### config.mk
export PLATFORM = sky130hd
export DESIGN_NAME = imu_frame_parser_yaw_unwrap_core
export DESIGN_NICKNAME = d
export VERILOG_FILES = /design/src/hdl/imufp_pkg.sv /design/src/hdl/imu_frame_parser_yaw_unwrap_core.sv
export SDC_FILE = /design/constraint.sdc
export NUM_CORES = 1
export LEC_CHECK = 0
export BUFFER_PORTS_ARGS = -buffer_cell sky130_fd_sc_hd__buf_2
export CAP_MARGIN = 30
export CORE_MARGIN = 10
export CORE_UTILIZATION = 45
export DETAILED_ROUTE_END_ITERATION = 7
export PLACE_DENSITY = 0.68
export SLEW_MARGIN = 5
export SYNTH_ARGS = -nofsm -noshare
export SYNTH_HDL_FRONTEND = slang
export SYNTH_SLANG_ARGS = --single-unit
### constraint.sdc
create_clock -name clk -period 23.6 [get_ports clk]
set_input_delay 3.54 -clock clk [delete_from_list [all_inputs] [get_ports clk]]
set_output_delay 3.54 -clock clk [all_outputs]
set_load 0.05 [all_outputs]
### src/hdl/imufp_pkg.sv
// ---------------------------------------------------------------------------
// imufp_pkg: shared definitions for the IMU frame parser
// Frame layout, sync and turn constants, and the packed result word.
// ---------------------------------------------------------------------------
package imufp_pkg;

	localparam int FRAME_BYTES_DEF = 18;

	localparam logic [7:0] SYNC_BYTE = 8'h5A;

	// byte offsets inside a frame (big-endian words)
	localparam int OFS_GYRO_X = 4;
	localparam int OFS_GYRO_Y = 6;
	localparam int OFS_GYRO_Z = 8;
	localparam int OFS_YAW    = 10;
	localparam int OFS_ROLL   = 12;
	localparam int OFS_PITCH  = 14;
	localparam int OFS_STATUS = 16;

	// 300.00 deg jump, 360.00 deg turn, turn count limit
	localparam logic signed [16:0] TURN_JUMP  = 17'sd30000;
	localparam logic signed [31:0] FULL_TURN  = 32'sd36000;
	localparam logic signed [15:0] TURN_LIMIT = 16'sd32767;

	// first field in the highest bits, so members run from the top down
	typedef struct packed {
		logic [15:0]        frames_seen;
		logic signed [31:0] unwrapped_yaw;
		logic signed [15:0] turn_total;
		logic [7:0]         device_status;
		logic signed [15:0] pitch_angle;
		logic signed [15:0] roll_angle;
		logic [15:0]        yaw_angle;
		logic signed [15:0] gyro_z;
		logic signed [15:0] gyro_y;
		logic signed [15:0] gyro_x;
	} result_t;

	localparam int RESULT_W = $bits(result_t);

endpackage

### src/hdl/imu_frame_parser_yaw_unwrap_core.sv
// ---------------------------------------------------------------------------
// imu_frame_parser_yaw_unwrap_core: IMU link frame parser with yaw unwrap
// Slides received bytes through a frame window, checks sync and sum,
// decodes the frame and keeps a saturating yaw turn count.
// ---------------------------------------------------------------------------
//
// Channel  Dir  Transaction                      Payload
// -------  ---  -------------------------------  ------------------------------
// s_axis   in   one link byte                    tdata[7:0] rx_byte,
//                                                tlast end_of_buffer
// m_axis   out  one decoded frame                tdata[167:0], see port list
//
// Cycles: one byte per cycle sustained while m_axis is not stalled. A byte is
// registered at the input stage, then window, checksum and turn logic run
// combinationally into the result register, so a frame's result passes the
// input stage and then the result register.
// Reset clears fill count, running sum, turn state and both valid flags;
// window bytes are only read once written since the last clear.
// A stall on m_axis holds the input stage whenever a result is waiting in
// the result register, whether or not the held byte completes a frame.

module imu_frame_parser_yaw_unwrap_core #(
	parameter int FRAME_BYTES = imufp_pkg::FRAME_BYTES_DEF
) (
	input  logic                           clk,
	input  logic                           arst_n,
	input  logic                           s_axis_tvalid,
	output logic                           s_axis_tready,
	input  logic [7:0]                     s_axis_tdata,  // [7:0] rx_byte
	input  logic                           s_axis_tlast,  // end_of_buffer
	output logic                           m_axis_tvalid,
	input  logic                           m_axis_tready,
	// gyro_x, gyro_y, gyro_z, yaw_angle, roll_angle, pitch_angle (16 each),
	// device_status (8), turn_total (16), unwrapped_yaw (32), frames_seen (16)
	output logic [imufp_pkg::RESULT_W-1:0] m_axis_tdata
);

	localparam int FILL_W = $clog2(FRAME_BYTES + 1);

	// input stage
	logic       valid_s1;
	logic [7:0] byte_s1;
	logic       eob_s1;

	// window and running sum of the bytes held in it
	logic [7:0]        win_q [FRAME_BYTES];
	logic [FILL_W-1:0] fill_q;
	logic [7:0]        sum_q;

	// yaw tracking
	logic [15:0]        prev_yaw_q;
	logic signed [15:0] turn_q;
	logic signed [31:0] offset_q;    // FULL_TURN * turn_q, kept incrementally
	logic [15:0]        frames_q;

	// result register
	logic                 out_valid_q;
	imufp_pkg::result_t   out_q;

	logic advance;
	logic full_old;
	logic ready_to_check;
	logic [7:0] win_nx [FRAME_BYTES];
	logic [7:0] cks;
	logic [7:0] sum_nx;
	logic match;
	logic [15:0] yaw_nx;
	logic signed [16:0] diff;
	logic signed [15:0] turn_nx;
	logic signed [31:0] offset_nx;

	assign advance       = valid_s1 && (!out_valid_q || m_axis_tready);
	assign s_axis_tready = !valid_s1 || advance;
	assign m_axis_tvalid = out_valid_q;
	assign m_axis_tdata  = out_q;

	// ---- input stage ------------------------------------------------------
	always_ff @(posedge clk or negedge arst_n) begin
		if (!arst_n) begin
			valid_s1 <= 1'b0;
		end else if (s_axis_tready) begin
			valid_s1 <= s_axis_tvalid;
		end
	end

	always_ff @(posedge clk) begin
		if (s_axis_tvalid && s_axis_tready) begin
			byte_s1 <= s_axis_tdata;
			eob_s1  <= s_axis_tlast;
		end
	end

	// ---- next window ------------------------------------------------------
	// Full window: shift down by one, new byte at the end.
	// Filling: new byte lands at the fill position.
	assign full_old       = (fill_q == FILL_W'(FRAME_BYTES));
	assign ready_to_check = (fill_q >= FILL_W'(FRAME_BYTES - 1));

	for (genvar i = 0; i < FRAME_BYTES; i++) begin : g_win
		if (i < FRAME_BYTES - 1) begin : g_mid
			assign win_nx[i] = full_old ? win_q[i+1] :
				((fill_q == FILL_W'(i)) ? byte_s1 : win_q[i]);
		end else begin : g_last
			assign win_nx[i] = (full_old || fill_q == FILL_W'(i)) ? byte_s1 : win_q[i];
		end
	end

	// checksum covers every byte but the new last one
	assign cks    = full_old ? (sum_q - win_q[0]) : sum_q;
	assign sum_nx = cks + byte_s1;

	assign match = ready_to_check
		&& (win_nx[0] == imufp_pkg::SYNC_BYTE)
		&& (win_nx[1] == imufp_pkg::SYNC_BYTE)
		&& (cks == byte_s1);

	// ---- yaw unwrap -------------------------------------------------------
	assign yaw_nx = {win_nx[imufp_pkg::OFS_YAW], win_nx[imufp_pkg::OFS_YAW+1]};
	assign diff   = $signed({1'b0, yaw_nx}) - $signed({1'b0, prev_yaw_q});

	always_comb begin
		turn_nx   = turn_q;
		offset_nx = offset_q;
		if (diff < -imufp_pkg::TURN_JUMP && turn_q < imufp_pkg::TURN_LIMIT) begin
			// dropped through zero: one turn up
			turn_nx   = turn_q + 16'sd1;
			offset_nx = offset_q + imufp_pkg::FULL_TURN;
		end else if (diff > imufp_pkg::TURN_JUMP && turn_q > -imufp_pkg::TURN_LIMIT) begin
			// rose through zero: one turn down
			turn_nx   = turn_q - 16'sd1;
			offset_nx = offset_q - imufp_pkg::FULL_TURN;
		end
	end

	// ---- state update -----------------------------------------------------
	always_ff @(posedge clk or negedge arst_n) begin
		if (!arst_n) begin
			fill_q      <= '0;
			sum_q       <= '0;
			prev_yaw_q  <= '0;
			turn_q      <= '0;
			offset_q    <= '0;
			frames_q    <= '0;
			out_valid_q <= 1'b0;
		end else begin
			if (advance) begin
				if (match || eob_s1) begin
					fill_q <= '0;
					sum_q  <= '0;
				end else begin
					fill_q <= full_old ? fill_q : fill_q + FILL_W'(1);
					sum_q  <= sum_nx;
				end
				if (match) begin
					prev_yaw_q <= yaw_nx;
					turn_q     <= turn_nx;
					offset_q   <= offset_nx;
					frames_q   <= frames_q + 16'd1;
				end
			end
			if (advance && match) begin
				out_valid_q <= 1'b1;
			end else if (m_axis_tready) begin
				out_valid_q <= 1'b0;
			end
		end
	end

	always_ff @(posedge clk) begin
		if (advance) begin
			win_q <= win_nx;
		end
		if (advance && match) begin
			out_q.gyro_x        <= {win_nx[imufp_pkg::OFS_GYRO_X], win_nx[imufp_pkg::OFS_GYRO_X+1]};
			out_q.gyro_y        <= {win_nx[imufp_pkg::OFS_GYRO_Y], win_nx[imufp_pkg::OFS_GYRO_Y+1]};
			out_q.gyro_z        <= {win_nx[imufp_pkg::OFS_GYRO_Z], win_nx[imufp_pkg::OFS_GYRO_Z+1]};
			out_q.yaw_angle     <= yaw_nx;
			out_q.roll_angle    <= {win_nx[imufp_pkg::OFS_ROLL], win_nx[imufp_pkg::OFS_ROLL+1]};
			out_q.pitch_angle   <= {win_nx[imufp_pkg::OFS_PITCH], win_nx[imufp_pkg::OFS_PITCH+1]};
			out_q.device_status <= win_nx[imufp_pkg::OFS_STATUS];
			out_q.turn_total    <= turn_nx;
			out_q.unwrapped_yaw <= offset_nx + $signed({16'd0, yaw_nx});
			out_q.frames_seen   <= frames_q + 16'd1;
		end
	end

endmodule

==> results of run 1 <==
-- registers in the layout, indices dropped and copies added, names as in the netlist --
signal and count:
m_axis_tvalid 1, m_axis_tdata 163, valid_s1 1, byte_s1 8, sum_q 8, frames_q 16
turn_q 16, eob_s1 1, prev_yaw_q 16, win_q 144, offset_q 27, fill_q 5
-- cells in the mapped netlist (40+ instances only) --
cell | count | area share
edfxtp_1 | 316 | 0.45
xnor2_1 | 69 | 0.029
dfrtp_1 | 90 | 0.11
a21oi_1 | 50 | 0.012
nor2_1 | 82 | 0.015
xor2_1 | 61 | 0.026
o21ai_0 | 150 | 0.036
mux2i_1 | 117 | 0.056
inv_1 | 57 | 0.010
nand2_1 | 250 | 0.045
nand3_1 | 40 | 0.0096
clkbuf_1 | 67 | 0.012
ha_1 | 52 | 0.031
-- final cells by class --
| type | count | area (sq um) | area share |
|---|---|---|---|
| Clock inverter | 27 | 290 | 0.0121 |
| Multi-Input combinational cell | 1237 | 8480 | 0.355 |
| Clock buffer | 55 | 1170 | 0.0491 |
| Timing Repair Buffer | 219 | 1240 | 0.0519 |
| Sequential cell | 406 | 11700 | 0.491 |
| Inverter | 58 | 223 | 0.00932 |
| Tap cell | 600 | 751 | 0.0314 |
-- power by group through the flow --
stage	sequential, mW	clock (mW)	combinational, mW
finish	0.818	0.691	0.220
global route	0.820	0.732	0.244
CTS	0.817	0.706	0.219
detailed placement	0.831	0	0.216
global placement	0.830	0	0.209
floorplan	0.828	0	0.156
-- critical path: cells and delay by family, from the launching register on --
family	cells	cell delay, ns
xor gates and xnor gates	2	0.25
DFF	1	0.46
and+or+nand+nor	6	1.17
adders and majority gates	4	1.29
AOI/OAI and AO/OA	14	4.56
buffers and inverters	4	0.90
-- cells in the final DEF (no fill, tap or decap), drive strengths merged, types with 7 or more instances in the layout --
cell    instances
inv            60
o21ai         159
xnor2          70
nand4          26
and3           18
o22ai           8
nand2         251
and2           10
o211ai         11
a31oi          12
nand2b         15
nand3          40
nor2           82
buf           218
clkbuf         56
a211oi         12
nor3           35
mux2i         117
xor2           64
ha             52
o21a            7
edfxtp        316
clkinv         16
o31ai          17
or2             7
a21oi          56
nor4           12
nor2b          12
dfrtp          90
mux2           30
a21o           15
-- layer usage --
metal / wire length, um / track usage
met1: 22800 / 0.242
met2: 26700 / 0.314
met3: 2710 / 0.0277
met4: 1160 / 0.0523
met5: 0 / 0
-- worst min path at each step --
| stage | slack (ns) | start | cells after the start | endpoint |
|---|---|---|---|---|
| 2_1_floorplan | 0.42 | byte_s1[7]$_DFFE_PP_ | 0 | win_q[7]$_DFFE_PP_ |
| 3_3_place_gp | 0.48 | frames_q[15]$_DFFE_PN0P_ | 1 | frames_q[15]$_DFFE_PN0P_ |
| 3_5_place_dp | 0.49 | offset_q[31]$_DFFE_PN0P_ | 1 | offset_q[31]$_DFFE_PN0P_ |
| 4_1_cts | 0.50 | offset_q[31]$_DFFE_PN0P_ | 1 | offset_q[31]$_DFFE_PN0P_ |
| 5_1_grt | 0.53 | prev_yaw_q[10]$_DFFE_PN0P_ | 1 | prev_yaw_q[10]$_DFFE_PN0P_ |
| 6_report | 0.50 | offset_q[31]$_DFFE_PN0P_ | 1 | offset_q[31]$_DFFE_PN0P_ |
-- kinds of logic (layout without fill, tap and decap cells) --
kind of cell,count (synthesis),after routing,synth area share
and+or+nand+nor,546,546,0.128
DFF,406,406,0.563
AOI/OAI and AO/OA,354,354,0.111
buffers and inverters,164,359,0.0334
muxes,147,147,0.0723
xor gates and xnor gates,134,134,0.0577
adders and majority gates,56,56,0.0350
==> flow_metrics.env, run 1 <==
export IMPL_crit_reg2reg_capture="m_axis_tdata[142]$_DFFE_PP_"
export IMPL_crit_slowest_cell="o211ai_1"
export IMPL_initial_utilization=0.458
export IMPL_worstPathArrival_ns=9.35
export IMPL_hpwl_um=37300
export IMPL_fin_worst_hold_slack_ns=0.502
export IMPL_power_mw=1.73
export IMPL_drive_gt1_frac=0.193
export IMPL_synth_edf_count=316
export IMPL_firstDrtPassIters=5
export IMPL_cts_buffers=44
export IMPL_layout_setup_ws_ns=14.56
export IMPL_sequentialPowerShare=0.473
export IMPL_cp_endpoint="m_axis_tdata[142]$_DFFE_PP_"
export IMPL_ys_async_sr_fraction=0.222
export IMPL_holdCritPathClass="flip-flop to flip-flop"
export IMPL_clk_latency_ns=0.59
export IMPL_synthCells=1807
export IMPL_avgSynthCellArea_sq_um=11.5
export IMPL_cts_tree="built"
export IMPL_cp_max_fo=223
export IMPL_antenna_found_initial=0
export IMPL_drt_iter0_markers=1291
export IMPL_syn_to_final_growth_pct=14.6
export IMPL_clockBufferDepth=3
export IMPL_place_area_sq_um=22400
export IMPL_fin_area_sq_um=23900
export IMPL_post_place_ws_ns=14.80
export IMPL_fp_row_count=78
export IMPL_io_pins=183
export IMPL_crit_type="flip-flop to flip-flop"
export IMPL_post_cts_buffers=0
export IMPL_clock_sinks=406
export IMPL_syn_area_sq_um=20900
export IMPL_grt_total_usage=0.185
export IMPL_combPwrFrac=0.127
export IMPL_final_hold_viol_count=0
export IMPL_cp_end_kind="flip-flop"
export IMPL_cts_clk_slew_worst_paths_ns=0.06
export IMPL_cts_htree_levels=2
export IMPL_required_ns=23.91
export IMPL_cts_repair_resized=0
export IMPL_synth_seq_cells=406
export IMPL_leakage_nw=9.25
export IMPL_fin_tns_setup_ns=0
export IMPL_layout_worst_path_cycle_share=0.383
export IMPL_nFillCells=3917
export IMPL_vias_per_cell=5.63
export IMPL_routedWlPerCell_um=20.5
export IMPL_fin_cells=2602
export IMPL_ys_types=102
export IMPL_startpoint_type="flip-flop"
export IMPL_cts_root_buf="clkbuf_16"
export IMPL_fp_dieArea_sq_um=55400
export IMPL_finalCriticalPeriod_ns=9.04
export IMPL_synthFlopType="edfxtp_1"
export IMPL_rsz0062_at_grt="no"
export IMPL_ant_nets=0
export IMPL_ir_drop_mv=0.0641
export IMPL_maxSlewHeadroom=0.339
export IMPL_timing_rr_start="fill_q[0]$_DFFE_PN0P_"
export IMPL_final_nets=2035
export IMPL_wl_um=53300
export IMPL_power_clock_fraction=0.400
export IMPL_p_sw_frac=0.262
export IMPL_die_w_um=235
export IMPL_syn_nets=1876
export IMPL_max_freq_mhz=111
export IMPL_overflow=0
export IMPL_drv_slew=0
export IMPL_port_buffers=182
export IMPL_ys_seq_area_frac=0.563
export IMPL_final_core_util=0.524
export IMPL_finClkSkew_ns=0.0397
export IMPL_remaining_drc_errors=0
export IMPL_p_sw_uw=453
export IMPL_via_count=14700
export IMPL_grt_max_degree=224
export IMPL_die_y_um=235
export IMPL_grt_pass1_vias=14300
export IMPL_power_density_nw_per_um2=72.3
export IMPL_core_area_sq_um=45600
export IMPL_cts_hold_buf=0
export IMPL_gp_congestion=0.869
export IMPL_cpPeakStageDelay_ns=0.79
export IMPL_status="finished clean"
export IMPL_place_inst=2519
export IMPL_rr_worst_depth=30
export IMPL_maxCapViolCount=0
export IMPL_rrSetupSlack_ns=14.56
export IMPL_setup_viol=0
export IMPL_yosysWarnings=0
export IMPL_tightest_slew_ns=0.989
export IMPL_grt_pass1_wl_um=83000
export IMPL_critPathLaunch="fill_q[0]$_DFFE_PN0P_"
export IMPL_antenna_cells=0
export IMPL_intPower_mw=1.28
Note: power is estimated with default switching activity, not from simulation.
==> run 2, diff against run 1 <==
ABC_AREA = 1   (was not set)
PLACE_DENSITY = 0.7   (was 0.68)
clock period = 7.5 ns   (was 23.6 ns; I/O delays follow)
==> run 2 against run 1 <==
  * First-iteration DRC count increased by 46%
  * Die area increased by 2.4%
  * Power increased to 3.1 times the previous value
  * Clock skew decreased by 0.022 ns
  * Clock-buffer cell count decreased by 3
  * Synthesized area increased by 2.6%
  * Core utilization increased by 0.098 points
  * Flip-flop and latch count unchanged
==> flow_metrics.env, run 2 <==
export IMPL_status="finished clean"
export IMPL_gp_congestion=0.895
export IMPL_die_w_um=238
export IMPL_largest_reg_flops=163
export IMPL_die_y_um=238
export IMPL_drt_iter0_markers=1884
export IMPL_final_hold_viol_count=0
export IMPL_fin_area_sq_um=24600
export IMPL_power_density_nw_per_um2=218
export IMPL_syn_to_final_growth_pct=14.8
export IMPL_cts_root_buf="clkbuf_16"
export IMPL_cpPeakStageDelay_ns=0.46
export IMPL_max_freq_mhz=145
export IMPL_post_cts_buffers=0
export IMPL_initial_utilization=0.458
export IMPL_cts_htree_levels=2
export IMPL_place_area_sq_um=23000
export IMPL_grt_pass1_vias=16600
export IMPL_synthMuxAreaShare=0.000468
export IMPL_grt_total_usage=0.208
export IMPL_overflow=0
export IMPL_port_buffers=182
export IMPL_cts_tree="built"
export IMPL_grt_max_degree=108
export IMPL_drv_slew=0
export IMPL_synth_most_common_cell="nand2_1"
export IMPL_antenna_cells=0
export IMPL_ys_seq_area_frac=0.549
export IMPL_final_common_cell="nand2_1"
export IMPL_hpwl_um=43600
export IMPL_firstDrtPassIters=6
export IMPL_nFillCells=4236
export IMPL_fp_row_count=79
export IMPL_ys_async_sr_fraction=0.222
export IMPL_cts_clk_slew_worst_paths_ns=0.06
export IMPL_maxCapViolCount=0
export IMPL_maxSlewHeadroom=0.346
export IMPL_synth_seq_cells=406
export IMPL_ys_types=50
export IMPL_layout_common_cells="669 x nand2_1, 316 x edfxtp_1, 267 x inv_1"
export IMPL_clock_sinks=406
export IMPL_leakage_nw=10.6
export IMPL_holdCritPathClass="flip-flop to flip-flop"
export IMPL_io_pins=183
export IMPL_synth_top_family_by_area="simple AND/OR/NAND/NOR gates"
export IMPL_layout_worst_path_cycle_share=0.917
export IMPL_wl_um=60700
export IMPL_grt_pass1_wl_um=94200
export IMPL_synth_common_cells="669 x nand2_1, 316 x edfxtp_1, 268 x inv_1"
export IMPL_ant_nets=0
export IMPL_vias_per_cell=5.40
export IMPL_startpoint_type="flip-flop"
export IMPL_tightest_slew_ns=0.981
export IMPL_syn_area_sq_um=21400
export IMPL_finalCriticalPeriod_ns=6.88
export IMPL_rsz0062_at_grt="no"
export IMPL_synth_compound_area_share=0.0925
export IMPL_setup_viol=0
export IMPL_synthCells=2387
export IMPL_yosys_area_share_simple=0.219
export IMPL_fin_tns_setup_ns=0
export IMPL_drive_gt1_frac=0.138
export IMPL_via_count=17400
export IMPL_fp_dieArea_sq_um=56700
export IMPL_routedWlPerCell_um=18.9
export IMPL_yosysTopAreaCellShare=0.443
export IMPL_synth_xor_area_share=0.0393
export IMPL_cp_end_kind="flip-flop"
export IMPL_synthFlopType="edfxtp_1"
export IMPL_synth_area_leaders="edfxtp_1 44%, nand2_1 12%, dfrtp_1 11%"
export IMPL_worstPathArrival_ns=7.22
export IMPL_yosysWarnings=0
export IMPL_synth_edf_count=316
export IMPL_ir_drop_mv=0.152
export IMPL_cts_buffers=44
export IMPL_crit_slowest_cell="fa_1"
export IMPL_yosys_area_share_adder=0.0341
export IMPL_crit_type="flip-flop to flip-flop"
export IMPL_syn_nets=2456
export IMPL_synth_area_leader_cell="edfxtp_1"
export IMPL_clockBufferDepth=3
export IMPL_core_area_sq_um=46800
export IMPL_final_nets=2646
export IMPL_avgSynthCellArea_sq_um=8.97
export IMPL_finClkSkew_ns=0.0176
export IMPL_remaining_drc_errors=0
export IMPL_cp_max_fo=17
export IMPL_clk_latency_ns=0.59
export IMPL_required_ns=7.85
export IMPL_antenna_found_initial=0
## run 2: changes by cell type in the layout (fill, tap and decap cells not counted), moves of 25 or more
| cell | previous run | this run |
|---|---|---|
| a31oi_1 | 11 | 79 |
| inv_1 | 56 | 267 |
| mux2_2 | 30 | 0 |
| mux2i_1 | 117 | 1 |
| nand2_1 | 249 | 669 |
| nand3_1 | 40 | 95 |
| nor2_1 | 81 | 229 |
| xnor2_1 | 69 | 10 |
| xor2_1 | 61 | 86 |
## run 2: what timing repair did
item,CTS,global route
endpoints found under the hold margin,0,0
hold buffers,0,0
gates resized for setup,0,5
setup endpoints to repair,0,13
## run 2: final cells by class
type / count / area (sq um) / share of cell area
flip-flops and latches: 406 / 11700 / 0.478
multi-input cells: 1622 / 8280 / 0.337
repair buffers: 226 / 1250 / 0.0510
clock buffers: 52 / 1150 / 0.0469
well taps: 607 / 759 / 0.0309
inverters: 277 / 1040 / 0.0424
clock inverters: 30 / 333 / 0.0136
## run 2: logic make-up (layout without fill, tap and decap cells)
group	Yosys count	after routing
AO/OA/AOI/OAI	351	351
XOR/XNOR	96	96
adder cells (fa/ha/maj)	56	56
buffers and inverters	359	585
flip-flops	406	406
multiplexers	1	1
AND/OR/NAND/NOR	1118	1118
## run 2: worst max-delay path, delay by kind of cell, from the launching register on
family	cells	cell delay [ns]
simple gates	23	2.59
compound gates	7	1.38
fa+ha+maj	4	1.05
buf+inv	8	0.92
flops	1	0.42
xor+xnor	1	0.27
## run 2: stage by stage
stage / power [mW] / setup WS (ns) / utilization / hold slack [ns] / cells
after floorplan: 2.98 / 0.985 / - / 0.424 / 2387
after global placement: 3.13 / 0.421 / 0.493 / 0.477 / 3135
after detailed placement: 3.15 / 0.241 / 0.493 / 0.496 / 3137
after CTS: 5.39 / 0.204 / 0.525 / 0.511 / 3219
after global routing: 5.55 / 0.0270 / 0.525 / 0.540 / 3220
final: 5.35 / 0.621 / 0.525 / 0.511 / 3220
## run 2: worst paths after layout
check                                        start  cells after the start  slack, ns                     endpoint
max                          fill_q[1]$_DFFE_PN0P_                     43       0.62  m_axis_tdata[151]$_DFFE_PP_
min                        frames_q[1]$_DFFE_PN0P_                      2       0.51      frames_q[1]$_DFFE_PN0P_
max reg2reg                  fill_q[1]$_DFFE_PN0P_                     43       0.62  m_axis_tdata[151]$_DFFE_PP_
min reg2reg                frames_q[1]$_DFFE_PN0P_                      2       0.51      frames_q[1]$_DFFE_PN0P_
max in group asynchronous                   arst_n                      2       5.83    prev_yaw_q[1]$_DFFE_PN0P_
min in group asynchronous                   arst_n                      1       0.57     offset_q[31]$_DFFE_PN0P_
## run 2: layer usage
layer	global-route usage	routed length [um]	vias up
met3	0.0356	4220	114
met2	0.340	28200	677
met1	0.275	26300	8288
met5	0	0	-
met4	0.0738	1970	0
li1	-	-	8320
## run 2: power breakdown
| group | switching, mW | leakage, nW | internal (mW) |
|---|---|---|---|
| combinational | 0.352 | 5.99 | 0.183 |
| sequential | 0.0566 | 3.88 | 2.53 |
| clock | 0.942 | 0.704 | 1.29 |
